$ cat config.mk
export PLATFORM = sky130hd
export DESIGN_NAME = chs_geometry_inference
export DESIGN_NICKNAME = d
export VERILOG_FILES = /design/src/hdl/chsgeo_pkg.sv /design/src/hdl/chs_geometry_inference.sv /design/src/hdl/chsgeo_front.sv /design/src/hdl/chsgeo_queue.sv /design/src/hdl/chsgeo_div.sv /design/src/hdl/chsgeo_back.sv
export SDC_FILE = /design/constraint.sdc
export NUM_CORES = 2
export LEC_CHECK = 0
export BUFFER_PORTS_ARGS = -buffer_cell sky130_fd_sc_hd__buf_4
export CAP_MARGIN = 20
export CORE_MARGIN = 2
export CORE_UTILIZATION = 50
export CTS_CLUSTER_DIAMETER = 200
export DETAILED_ROUTE_END_ITERATION = 16
export GPL_ROUTABILITY_DRIVEN = 0
export PLACE_DENSITY = 0.66
export SLEW_MARGIN = 20
export SYNTH_ARGS = -nofsm -noshare
export SYNTH_HDL_FRONTEND = slang
export SYNTH_HIERARCHICAL = 1
export SYNTH_SLANG_ARGS = --single-unit
$ cat constraint.sdc
create_clock -name clk -period 78.1 [get_ports clk]
set_input_delay 3.905 -clock clk [delete_from_list [all_inputs] [get_ports clk]]
set_output_delay 3.905 -clock clk [all_outputs]
set_load 0.01 [all_outputs]
$ cat src/hdl/chsgeo_pkg.sv
// Package for the CHS geometry inference block.
// Holds table sizes, entry and job types and the CHS field helpers.
// Used by every module in this folder except chsgeo_div; depends on nothing.
package chsgeo_pkg;

  localparam int TABLE_ENTRIES = 4;
  localparam int IDX_W = (TABLE_ENTRIES > 1) ? $clog2(TABLE_ENTRIES) : 1;
  localparam int CNT_W = $clog2(TABLE_ENTRIES + 1);
  localparam int QUEUE_DEPTH = 2;
  localparam int QPTR_W = $clog2(QUEUE_DEPTH);
  localparam int QCNT_W = $clog2(QUEUE_DEPTH + 1);

  localparam logic [7:0] SECT_MASK = 8'h3F;
  localparam logic [7:0] CYLH_MASK = 8'hC0;

  typedef struct packed {
    logic [47:0] chs;
    logic [31:0] offset;
    logic [31:0] size;
  } entry_t;

  typedef struct packed {
    entry_t [TABLE_ENTRIES-1:0] ent;
    logic [CNT_W-1:0]           count;
  } job_t;

  function automatic logic [7:0] chs_byte(input logic [47:0] chs, input int unsigned k);
    chs_byte = chs[8*k +: 8];
  endfunction

  // The end flag selects the ending triple, otherwise the starting one.
  function automatic logic [31:0] t_head(input logic [47:0] chs, input logic end_t);
    t_head = {24'd0, chs_byte(chs, end_t ? 3 : 0)};
  endfunction

  function automatic logic [31:0] t_sect(input logic [47:0] chs, input logic end_t);
    t_sect = {24'd0, chs_byte(chs, end_t ? 4 : 1) & SECT_MASK};
  endfunction

  function automatic logic [31:0] t_cylb(input logic [47:0] chs, input logic end_t);
    t_cylb = {24'd0, chs_byte(chs, end_t ? 5 : 2)};
  endfunction

  function automatic logic [31:0] t_cyl(input logic [47:0] chs, input logic end_t);
    logic [7:0] hi;
    hi = chs_byte(chs, end_t ? 4 : 1) & CYLH_MASK;
    t_cyl = t_cylb(chs, end_t) | {22'd0, hi, 2'd0};
  endfunction

endpackage

$ cat src/hdl/chs_geometry_inference.sv
// Top level of the CHS geometry inference block: front, job queue and engine.
// Depends on chsgeo_pkg, chsgeo_front, chsgeo_queue and chsgeo_back.
// Entries are taken one per cycle while the queue is not full; a table waits in a two-deep queue.
// The time from the last entry to the result is set by the runs of the shared serial
// divider and the three-step linear checks.
// Synchronous active-low reset empties the table, the queue and the output.
module chs_geometry_inference (
  input  logic        clk,
  input  logic        rst_n,
  input  logic        in_valid,
  output logic        in_stall,
  input  logic [7:0]  in_start_head,
  input  logic [7:0]  in_start_sector_byte,
  input  logic [7:0]  in_start_cyl_low,
  input  logic [7:0]  in_end_head,
  input  logic [7:0]  in_end_sector_byte,
  input  logic [7:0]  in_end_cyl_low,
  input  logic [31:0] in_lba_offset,
  input  logic [31:0] in_lba_size,
  input  logic        in_last_entry,
  output logic        out_valid,
  input  logic        out_stall,
  output logic        out_found,
  output logic        out_method_used,
  output logic [31:0] out_heads,
  output logic [31:0] out_sectors_per_track,
  output logic [31:0] out_cylinder_blocks
);

  logic             q_full, q_push, q_empty, q_pop;
  chsgeo_pkg::job_t q_wdata, q_rdata;

  chsgeo_front u_front (
    .clk                  (clk),
    .rst_n                (rst_n),
    .in_valid             (in_valid),
    .in_stall             (in_stall),
    .in_start_head        (in_start_head),
    .in_start_sector_byte (in_start_sector_byte),
    .in_start_cyl_low     (in_start_cyl_low),
    .in_end_head          (in_end_head),
    .in_end_sector_byte   (in_end_sector_byte),
    .in_end_cyl_low       (in_end_cyl_low),
    .in_lba_offset        (in_lba_offset),
    .in_lba_size          (in_lba_size),
    .in_last_entry        (in_last_entry),
    .q_full               (q_full),
    .q_push               (q_push),
    .q_data               (q_wdata)
  );

  chsgeo_queue u_queue (
    .clk       (clk),
    .rst_n     (rst_n),
    .push      (q_push),
    .push_data (q_wdata),
    .full      (q_full),
    .pop       (q_pop),
    .empty     (q_empty),
    .pop_data  (q_rdata)
  );

  chsgeo_back u_back (
    .clk                   (clk),
    .rst_n                 (rst_n),
    .q_empty               (q_empty),
    .q_pop                 (q_pop),
    .q_data                (q_rdata),
    .out_valid             (out_valid),
    .out_stall             (out_stall),
    .out_found             (out_found),
    .out_method_used       (out_method_used),
    .out_heads             (out_heads),
    .out_sectors_per_track (out_sectors_per_track),
    .out_cylinder_blocks   (out_cylinder_blocks)
  );

endmodule

$ cat src/hdl/chsgeo_front.sv
// Front part: accepts partition entries and collects them into a table.
// On the last entry it hands the whole table as one job to the queue.
// Depends on chsgeo_pkg.
module chsgeo_front (
  input  logic                clk,
  input  logic                rst_n,
  input  logic                in_valid,
  output logic                in_stall,
  input  logic [7:0]          in_start_head,
  input  logic [7:0]          in_start_sector_byte,
  input  logic [7:0]          in_start_cyl_low,
  input  logic [7:0]          in_end_head,
  input  logic [7:0]          in_end_sector_byte,
  input  logic [7:0]          in_end_cyl_low,
  input  logic [31:0]         in_lba_offset,
  input  logic [31:0]         in_lba_size,
  input  logic                in_last_entry,
  input  logic                q_full,
  output logic                q_push,
  output chsgeo_pkg::job_t    q_data
);

  chsgeo_pkg::entry_t [chsgeo_pkg::TABLE_ENTRIES-1:0] tab_r, tab_nxt;
  logic [chsgeo_pkg::CNT_W-1:0] cnt_r, cnt_nxt;
  logic                         acc;
  chsgeo_pkg::entry_t           new_ent;

  assign in_stall = q_full;
  assign acc      = in_valid && !in_stall;

  always_comb begin
    new_ent.chs    = {in_end_cyl_low, in_end_sector_byte, in_end_head,
                      in_start_cyl_low, in_start_sector_byte, in_start_head};
    new_ent.offset = in_lba_offset;
    new_ent.size   = in_lba_size;
    tab_nxt = tab_r;
    cnt_nxt = cnt_r;
    if (acc && (cnt_r < chsgeo_pkg::CNT_W'(chsgeo_pkg::TABLE_ENTRIES))) begin
      tab_nxt[cnt_r[chsgeo_pkg::IDX_W-1:0]] = new_ent;
      cnt_nxt = cnt_r + 1'b1;
    end
    q_push       = acc && in_last_entry;
    q_data.ent   = tab_nxt;
    q_data.count = cnt_nxt;
    if (q_push) begin
      cnt_nxt = '0;
    end
  end

  always_ff @(posedge clk) begin
    tab_r <= tab_nxt;
    if (!rst_n) begin
      cnt_r <= '0;
    end else begin
      cnt_r <= cnt_nxt;
    end
  end

endmodule

$ cat src/hdl/chsgeo_queue.sv
// Short job queue between the front and the back part.
// Holds complete tables waiting for the geometry engine.
// Depends on chsgeo_pkg.
module chsgeo_queue (
  input  logic             clk,
  input  logic             rst_n,
  input  logic             push,
  input  chsgeo_pkg::job_t push_data,
  output logic             full,
  input  logic             pop,
  output logic             empty,
  output chsgeo_pkg::job_t pop_data
);

  chsgeo_pkg::job_t mem_r [chsgeo_pkg::QUEUE_DEPTH];
  logic [chsgeo_pkg::QPTR_W-1:0] wp_r, rp_r;
  logic [chsgeo_pkg::QCNT_W-1:0] cnt_r;

  assign full     = (cnt_r == chsgeo_pkg::QCNT_W'(chsgeo_pkg::QUEUE_DEPTH));
  assign empty    = (cnt_r == '0);
  assign pop_data = mem_r[rp_r];

  always_ff @(posedge clk) begin
    if (push) begin
      mem_r[wp_r] <= push_data;
    end
    if (!rst_n) begin
      wp_r  <= '0;
      rp_r  <= '0;
      cnt_r <= '0;
    end else begin
      if (push) begin
        wp_r <= wp_r + 1'b1;
      end
      if (pop) begin
        rp_r <= rp_r + 1'b1;
      end
      if (push && !pop) begin
        cnt_r <= cnt_r + 1'b1;
      end else if (pop && !push) begin
        cnt_r <= cnt_r - 1'b1;
      end
    end
  end

endmodule

$ cat src/hdl/chsgeo_div.sv
// Restoring divider, one quotient bit per cycle, for 32-bit unsigned values.
// Gives quotient and remainder with a one-cycle done pulse.
// Depends on chsgeo_pkg only through the project conventions.
module chsgeo_div (
  input  logic        clk,
  input  logic        rst_n,
  input  logic        start,
  input  logic [31:0] dividend,
  input  logic [31:0] divisor,
  output logic        done,
  output logic [31:0] quo,
  output logic [31:0] rem
);

  logic [31:0] q_r, d_r;
  logic [32:0] r_r;
  logic [5:0]  cnt_r;
  logic        busy_r, done_r;
  logic [32:0] sh;
  logic        ge;

  assign sh   = {r_r[31:0], q_r[31]};
  assign ge   = (sh >= {1'b0, d_r});
  assign done = done_r;
  assign quo  = q_r;
  assign rem  = r_r[31:0];

  always_ff @(posedge clk) begin
    if (start) begin
      q_r <= dividend;
      d_r <= divisor;
      r_r <= '0;
    end else if (busy_r) begin
      q_r <= {q_r[30:0], ge};
      r_r <= ge ? (sh - {1'b0, d_r}) : sh;
    end
    if (!rst_n) begin
      busy_r <= 1'b0;
      done_r <= 1'b0;
      cnt_r  <= '0;
    end else begin
      done_r <= 1'b0;
      if (start) begin
        busy_r <= 1'b1;
        cnt_r  <= 6'd32;
      end else if (busy_r) begin
        cnt_r <= cnt_r - 1'b1;
        if (cnt_r == 6'd1) begin
          busy_r <= 1'b0;
          done_r <= 1'b1;
        end
      end
    end
  end

endmodule

$ cat src/hdl/chsgeo_back.sv
// Back part: sequencer that runs the equation method and the heuristic
// over one table, sharing one multiplier and the serial divider.
// Depends on chsgeo_pkg and chsgeo_div.
module chsgeo_back (
  input  logic             clk,
  input  logic             rst_n,
  input  logic             q_empty,
  output logic             q_pop,
  input  chsgeo_pkg::job_t q_data,
  output logic             out_valid,
  input  logic             out_stall,
  output logic             out_found,
  output logic             out_method_used,
  output logic [31:0]      out_heads,
  output logic [31:0]      out_sectors_per_track,
  output logic [31:0]      out_cylinder_blocks
);

  localparam logic [4:0] S_IDLE  = 5'd0;
  localparam logic [4:0] S_ECS   = 5'd1;
  localparam logic [4:0] S_CM0   = 5'd2;
  localparam logic [4:0] S_CM1   = 5'd3;
  localparam logic [4:0] S_CM2   = 5'd4;
  localparam logic [4:0] S_CM3   = 5'd5;
  localparam logic [4:0] S_CPREP = 5'd6;
  localparam logic [4:0] S_CWAIT = 5'd7;
  localparam logic [4:0] S_ESC   = 5'd8;
  localparam logic [4:0] S_SM    = 5'd9;
  localparam logic [4:0] S_SPREP = 5'd10;
  localparam logic [4:0] S_SWAIT = 5'd11;
  localparam logic [4:0] S_FIN   = 5'd12;
  localparam logic [4:0] S_FWAIT = 5'd13;
  localparam logic [4:0] S_HF    = 5'd14;
  localparam logic [4:0] S_HC    = 5'd15;
  localparam logic [4:0] S_L1    = 5'd16;
  localparam logic [4:0] S_L2    = 5'd17;
  localparam logic [4:0] S_L3    = 5'd18;
  localparam logic [4:0] S_NONE  = 5'd19;
  localparam logic [4:0] S_RMUL  = 5'd20;
  localparam logic [4:0] S_RES   = 5'd21;

  logic [4:0]  state_r, state_nxt;
  chsgeo_pkg::job_t job_r;
  logic [chsgeo_pkg::CNT_W-1:0] idx_r, idx_nxt;
  logic        k_r, k_nxt, chk_r, chk_nxt;
  logic [31:0] a_r, a_nxt, b_r, b_nxt, c_r, c_nxt, d_r, d_nxt;
  logic [31:0] cs_r, cs_nxt, ns_r, ns_nxt, hh_r, hh_nxt, ss_r, ss_nxt;
  logic        fnd_r, fnd_nxt, meth_r, meth_nxt;
  logic        ov_r;
  logic [31:0] oh_r, os_r, ocb_r;
  logic        of_r, om_r;
  logic [31:0] mx, my;
  logic [63:0] mfull;
  logic [31:0] mp;
  logic        dstart, ddone;
  logic [31:0] da, db, dq, dr;
  chsgeo_pkg::entry_t cur;
  logic [31:0] endblk, above, below, lin;
  logic        last_idx, emit;

  chsgeo_div u_div (
    .clk      (clk),
    .rst_n    (rst_n),
    .start    (dstart),
    .dividend (da),
    .divisor  (db),
    .done     (ddone),
    .quo      (dq),
    .rem      (dr)
  );

  assign mfull    = mx * my;
  assign mp       = mfull[31:0];
  assign cur      = job_r.ent[idx_r[chsgeo_pkg::IDX_W-1:0]];
  assign endblk   = cur.offset + cur.size - 32'd1;
  assign last_idx = (idx_r >= job_r.count);
  assign emit     = (state_r == S_RES) && (!ov_r || !out_stall);
  assign q_pop    = (state_r == S_IDLE) && !q_empty;

  assign out_valid             = ov_r;
  assign out_found             = of_r;
  assign out_method_used       = om_r;
  assign out_heads             = oh_r;
  assign out_sectors_per_track = os_r;
  assign out_cylinder_blocks   = ocb_r;

  always_comb begin
    state_nxt = state_r;
    idx_nxt   = idx_r;
    k_nxt     = k_r;
    chk_nxt   = chk_r;
    a_nxt     = a_r;
    b_nxt     = b_r;
    c_nxt     = c_r;
    d_nxt     = d_r;
    cs_nxt    = cs_r;
    ns_nxt    = ns_r;
    hh_nxt    = hh_r;
    ss_nxt    = ss_r;
    fnd_nxt   = fnd_r;
    meth_nxt  = meth_r;
    mx        = '0;
    my        = '0;
    dstart    = 1'b0;
    da        = '0;
    db        = '0;
    above     = '0;
    below     = '0;
    lin       = '0;
    case (state_r)
      S_IDLE: begin
        if (!q_empty) begin
          idx_nxt   = '0;
          state_nxt = S_ECS;
        end
      end
      S_ECS: begin
        if (last_idx) begin
          idx_nxt   = '0;
          state_nxt = S_HF;
        end else if (cur.size == '0) begin
          idx_nxt = idx_r + 1'b1;
        end else begin
          state_nxt = S_CM0;
        end
      end
      S_CM0: begin
        mx = cur.offset - chsgeo_pkg::t_sect(cur.chs, 1'b0) + 32'd1;
        my = chsgeo_pkg::t_head(cur.chs, 1'b1);
        a_nxt = mp;
        state_nxt = S_CM1;
      end
      S_CM1: begin
        mx = endblk - chsgeo_pkg::t_sect(cur.chs, 1'b1) + 32'd1;
        my = chsgeo_pkg::t_head(cur.chs, 1'b0);
        b_nxt = mp;
        state_nxt = S_CM2;
      end
      S_CM2: begin
        mx = chsgeo_pkg::t_head(cur.chs, 1'b1);
        my = chsgeo_pkg::t_cyl(cur.chs, 1'b0);
        c_nxt = mp;
        state_nxt = S_CM3;
      end
      S_CM3: begin
        mx = chsgeo_pkg::t_head(cur.chs, 1'b0);
        my = chsgeo_pkg::t_cyl(cur.chs, 1'b1);
        d_nxt = mp;
        state_nxt = S_CPREP;
      end
      S_CPREP: begin
        above = a_r - b_r;
        below = c_r - d_r;
        if (above[31]) begin
          above = 32'd0 - above;
          below = 32'd0 - below;
        end
        if ((above == '0) || (below == '0)) begin
          idx_nxt   = idx_r + 1'b1;
          state_nxt = S_ECS;
        end else begin
          dstart    = 1'b1;
          da        = above;
          db        = below;
          state_nxt = S_CWAIT;
        end
      end
      S_CWAIT: begin
        if (ddone) begin
          if ((dr == '0) && (dq != '0) && !dq[31]) begin
            cs_nxt    = dq;
            idx_nxt   = '0;
            state_nxt = S_ESC;
          end else begin
            idx_nxt   = idx_r + 1'b1;
            state_nxt = S_ECS;
          end
        end
      end
      S_ESC: begin
        if (last_idx) begin
          idx_nxt   = '0;
          state_nxt = S_HF;
        end else if (cur.size == '0) begin
          idx_nxt = idx_r + 1'b1;
        end else begin
          k_nxt     = 1'b0;
          state_nxt = S_SM;
        end
      end
      S_SM: begin
        mx = cs_r;
        my = chsgeo_pkg::t_cyl(cur.chs, k_r);
        a_nxt = mp;
        if (chsgeo_pkg::t_head(cur.chs, k_r) == '0) begin
          if (!k_r) begin
            k_nxt = 1'b1;
          end else begin
            idx_nxt   = idx_r + 1'b1;
            state_nxt = S_ESC;
          end
        end else begin
          state_nxt = S_SPREP;
        end
      end
      S_SPREP: begin
        above = (k_r ? endblk : cur.offset) - chsgeo_pkg::t_sect(cur.chs, k_r)
                + 32'd1 - a_r;
        if (above == '0) begin
          if (!k_r) begin
            k_nxt     = 1'b1;
            state_nxt = S_SM;
          end else begin
            idx_nxt   = idx_r + 1'b1;
            state_nxt = S_ESC;
          end
        end else begin
          dstart    = 1'b1;
          da        = above;
          db        = chsgeo_pkg::t_head(cur.chs, k_r);
          state_nxt = S_SWAIT;
        end
      end
      S_SWAIT: begin
        if (ddone) begin
          if ((dr == '0) && (dq != '0) && !dq[31]) begin
            ns_nxt    = dq;
            state_nxt = S_FIN;
          end else if (!k_r) begin
            k_nxt     = 1'b1;
            state_nxt = S_SM;
          end else begin
            idx_nxt   = idx_r + 1'b1;
            state_nxt = S_ESC;
          end
        end
      end
      S_FIN: begin
        dstart    = 1'b1;
        da        = cs_r;
        db        = ns_r;
        state_nxt = S_FWAIT;
      end
      S_FWAIT: begin
        if (ddone) begin
          if (dr == '0) begin
            hh_nxt    = dq;
            ss_nxt    = ns_r;
            fnd_nxt   = 1'b1;
            meth_nxt  = 1'b0;
            state_nxt = S_RMUL;
          end else begin
            idx_nxt   = '0;
            state_nxt = S_HF;
          end
        end
      end
      S_HF: begin
        chk_nxt = 1'b0;
        if (last_idx) begin
          state_nxt = S_NONE;
        end else if (cur.size == '0) begin
          idx_nxt = idx_r + 1'b1;
        end else begin
          ss_nxt    = chsgeo_pkg::t_sect(cur.chs, 1'b1);
          hh_nxt    = chsgeo_pkg::t_head(cur.chs, 1'b1) + 32'd1;
          k_nxt     = 1'b0;
          state_nxt = S_L1;
        end
      end
      S_HC: begin
        chk_nxt = 1'b1;
        if (last_idx) begin
          fnd_nxt   = 1'b1;
          meth_nxt  = 1'b1;
          state_nxt = S_RMUL;
        end else if ((cur.size == '0) ||
                     (chsgeo_pkg::t_cylb(cur.chs, 1'b0) >
                      chsgeo_pkg::t_cylb(cur.chs, 1'b1))) begin
          idx_nxt = idx_r + 1'b1;
        end else begin
          k_nxt     = 1'b0;
          state_nxt = S_L1;
        end
      end
      S_L1: begin
        mx = hh_r;
        my = chsgeo_pkg::t_cyl(cur.chs, k_r);
        a_nxt = mp;
        state_nxt = S_L2;
      end
      S_L2: begin
        mx = a_r + chsgeo_pkg::t_head(cur.chs, k_r);
        my = ss_r;
        a_nxt = mp;
        state_nxt = S_L3;
      end
      S_L3: begin
        lin = a_r + chsgeo_pkg::t_sect(cur.chs, k_r) - 32'd1;
        if (k_r ? ((lin + 32'd1) == (cur.offset + cur.size)) : (lin == cur.offset)) begin
          if (!k_r) begin
            k_nxt     = 1'b1;
            state_nxt = S_L1;
          end else if (!chk_r) begin
            idx_nxt   = '0;
            state_nxt = S_HC;
          end else begin
            idx_nxt   = idx_r + 1'b1;
            state_nxt = S_HC;
          end
        end else if (chk_r) begin
          state_nxt = S_NONE;
        end else begin
          idx_nxt   = idx_r + 1'b1;
          state_nxt = S_HF;
        end
      end
      S_NONE: begin
        fnd_nxt   = 1'b0;
        meth_nxt  = 1'b0;
        hh_nxt    = '0;
        ss_nxt    = '0;
        state_nxt = S_RMUL;
      end
      S_RMUL: begin
        mx = hh_r;
        my = ss_r;
        b_nxt = mp;
        state_nxt = S_RES;
      end
      S_RES: begin
        if (emit) begin
          state_nxt = S_IDLE;
        end
      end
      default: begin
        state_nxt = S_IDLE;
      end
    endcase
  end

  always_ff @(posedge clk) begin
    if (q_pop) begin
      job_r <= q_data;
    end
    a_r    <= a_nxt;
    b_r    <= b_nxt;
    c_r    <= c_nxt;
    d_r    <= d_nxt;
    cs_r   <= cs_nxt;
    ns_r   <= ns_nxt;
    hh_r   <= hh_nxt;
    ss_r   <= ss_nxt;
    fnd_r  <= fnd_nxt;
    meth_r <= meth_nxt;
    idx_r  <= idx_nxt;
    k_r    <= k_nxt;
    chk_r  <= chk_nxt;
    if (emit) begin
      of_r  <= fnd_r;
      om_r  <= meth_r;
      oh_r  <= hh_r;
      os_r  <= ss_r;
      ocb_r <= b_r;
    end
    if (!rst_n) begin
      state_r <= S_IDLE;
      ov_r    <= 1'b0;
    end else begin
      state_r <= state_nxt;
      if (emit) begin
        ov_r <= 1'b1;
      end else if (!out_stall) begin
        ov_r <= 1'b0;
      end
    end
  end

endmodule

==> run_results.csv <==
group,metric,value,unit
setup_path,cp-start-kind,"flop",
yosys,post_synth.cell_area_avg,13.1,um^2
setup_path,crit_buf_inv,5,
timing,tightest_slew,1.14,ns
clock_tree,clk_path_buf_depth,3,
final_layout,syn_to_final_growth,9.94,%
timing,setup_viol,0,
timing,setup_slack,60.57,ns
floorplanning,dieArea,245000,um^2
yosys,synth_cell_types,112,
yosys,synth-async-reset-ratio,0,%
floorplanning,core,240000,um^2
yosys,syn_area,120000,um^2
drt,drtIter0Drc,8252,
setup_path,arrival,18.10,ns
clock_tree,htreeDepth,4,
run,maxCapViolCount,0,
setup_path,cp_common_cell,"xnor2_1",
setup_path,path_class,"reg2reg",
yosys,synthFlopType,"edfxtp_1",
yosys,ys_seq_area_share,52.7,%
place,dp_hpwl,230000,um
setup_path,end_kind,"flop",
timing,setup_tns,0,ns
floorplanning,start_util,50.2,%
drt,antenna_violating_nets_post_route,0,
yosys,synth_most_common_cell,"edfxtp_1",
clock_tree,clkSinkCount,2280,
grt,grt_pass1_wl,477000,um
final_layout,multi_input_area,51300,um^2
clock_tree,cts-root-buf,"clkbuf_16",
yosys,synth_common_cells,"edfxtp_1, inv_1, mux2_2",
timing,rsz0062_at_grt,"no",
drt,via_count,74900,
timing,drv_slew,0,
timing,hold_viol,0,
yosys,synth_top_area_cell,"edfxtp_1",
clock_tree,ctsHoldBuffers,0,
timing,slew_headroom,24.0,%
yosys,netlist_instances,9184,
grt,grt_antenna_before_repair,28,
setup_path,critPathMaxStageDelay,0.80,ns
yosys,synth.top_cell.area_share,44.4,%
grt,grt_pass1_vias,74800,
timing,fin_crit_sh,22.4,%
yosys,synth_edf_count,1778,
final_layout,n_fill_cell,19500,
drt,routedWlPerCell,25.2,um
yosys,ys_seq_elements,2280,
drt,firstDrtPassIters,8,
clock_tree,postCtsResizedCells,0,
clock_tree,clkTransAtPathRegs,0.06,ns
clock_tree,cts_tree,"built",
setup_path,slowest_stage,"buf_4",
clock_tree,numCtsBuffers,222,
setup_path,path_max_fanout,37,
floorplanning,die_w,495,um
final_layout,nets,10400,
place,portBuffers,216,
floorplanning,die_h,495,um
yosys,synth_nets,10200,
min_path,hp-class,"reg2reg",
clock_tree,clock_latency,0.92,ns
run_status,status,"complete, no violations",
setup_path,crit_family,"adder cells",
floorplanning,num_rows,180,
grt,grt_max_degree,169,
final_layout,drive_above_1_share,19.9,%
setup_path,cp.required,78.68,ns
yosys,synth_area_leaders,"edfxtp_1, dfxtp_1, fa_1",
grt,grtUsageTotal,26.1,%
timing,min_period,17.53,ns
timing,max_freq,57.0,MHz
drt,routed_wirelength,322000,um
final_layout,final_area,132000,um^2
place,dpl-instance-area,125000,um^2
drt,drt-vias-per-instance,5.86,
timing,skew,0.115,ns
place,dp_slack,60.69,ns
final_layout,seq_area,63400,um^2
yosys,yosysWarnings,6,
grt,overflow,0,
floorplanning,ios,217,
clock_tree,post-cts-setup-buffers,0,
drt,drc,0,
## metal layers
layer,share of wire [%],global-route usage (%),vias up
met3,9.4,5.97,655
li1,-,-,33300
met5,0.050,0,-
met4,3.8,9.40,24
met2,45,40.0,3413
met1,42,36.4,37500
## area by class of cell
cell class	count	share of cell area (%)
clock inverter	104	0.916
antenna	6	0.0114
timing repair buffer	337	1.98
inverter	909	2.58
clock buffer	320	4.78
tap	3185	3.01
sequential	2280	48.0
multi-input combinational	5646	38.8
## sequential cells by signal, summed over array words and instances (netlist names), 2 cells and up, named ones only
name and count:
u_back/ns_r 32, u_back/idx_r 3, u_back/u_div/quo 32, u_back/c_r 32
u_back/out_sectors_per_track 32, u_back/b_r 32, u_back/out_cylinder_blocks 32, u_back/job_r 451
u_back/u_div/d_r 32, u_back/out_heads 32, u_back/state_r 5, u_back/u_div/cnt_r 6
u_back/hh_r 32, u_front/tab_r 448, u_back/u_div/r_r 32, u_queue/cnt_r 2
u_front/cnt_r 3, u_queue/mem_r 902, u_back/d_r 32, u_back/cs_r 32
u_back/ss_r 32, u_back/a_r 32
## stage by stage
stage	std cells	util (%)	hold WS (ns)
5_1_grt	12800	55.1	0.372
6_report	12800	55.1	0.384
2_1_floorplan	9184	-	0.400
3_3_place_gp	12400	52.0	0.430
4_1_cts	12800	55.1	0.380
3_5_place_dp	12400	52.0	0.431
## cell usage in the layout, fill, tap and decap left out, drive strengths merged, types with 246 or more instances in the layout
master  Yosys  final
a21oi     266    266
buf       148    336
clkbuf    201    321
dfxtp     502    502
edfxtp   1778   1778
fa        422    422
ha        502    502
inv       908    917
mux2      937    937
nand2     634    634
nor2      493    493
o21ai     246    246
xnor2     349    349
## worst paths after layout
kind                        startpoint                    endpoint  slack [ns]  depth (start not counted)
max          u_back/idx_r[0]$_DFFE_PP_    u_back/b_r[31]$_DFFE_PP_       60.57                         58
min             u_back/fnd_r$_DFFE_PP_  u_back/out_found$_DFFE_PP_        0.38                          0
max reg2reg  u_back/idx_r[0]$_DFFE_PP_    u_back/b_r[31]$_DFFE_PP_       60.57                         58
min reg2reg     u_back/fnd_r$_DFFE_PP_  u_back/out_found$_DFFE_PP_        0.38                          0
## cells by family after synthesis
group	count (synthesis)	synth area share, %
adders and majority gates	924	12.2
DFF	2280	52.7
buffers and inverters	1258	4.78
muxes	1109	12.1
AOI/OAI and AO/OA	1131	6.54
xor gates and xnor gates	494	3.65
and+or+nand+nor	1988	7.95
Power is not shown: default switching activity piles up to over one toggle a cycle in this logic, so the estimate is an artifact.
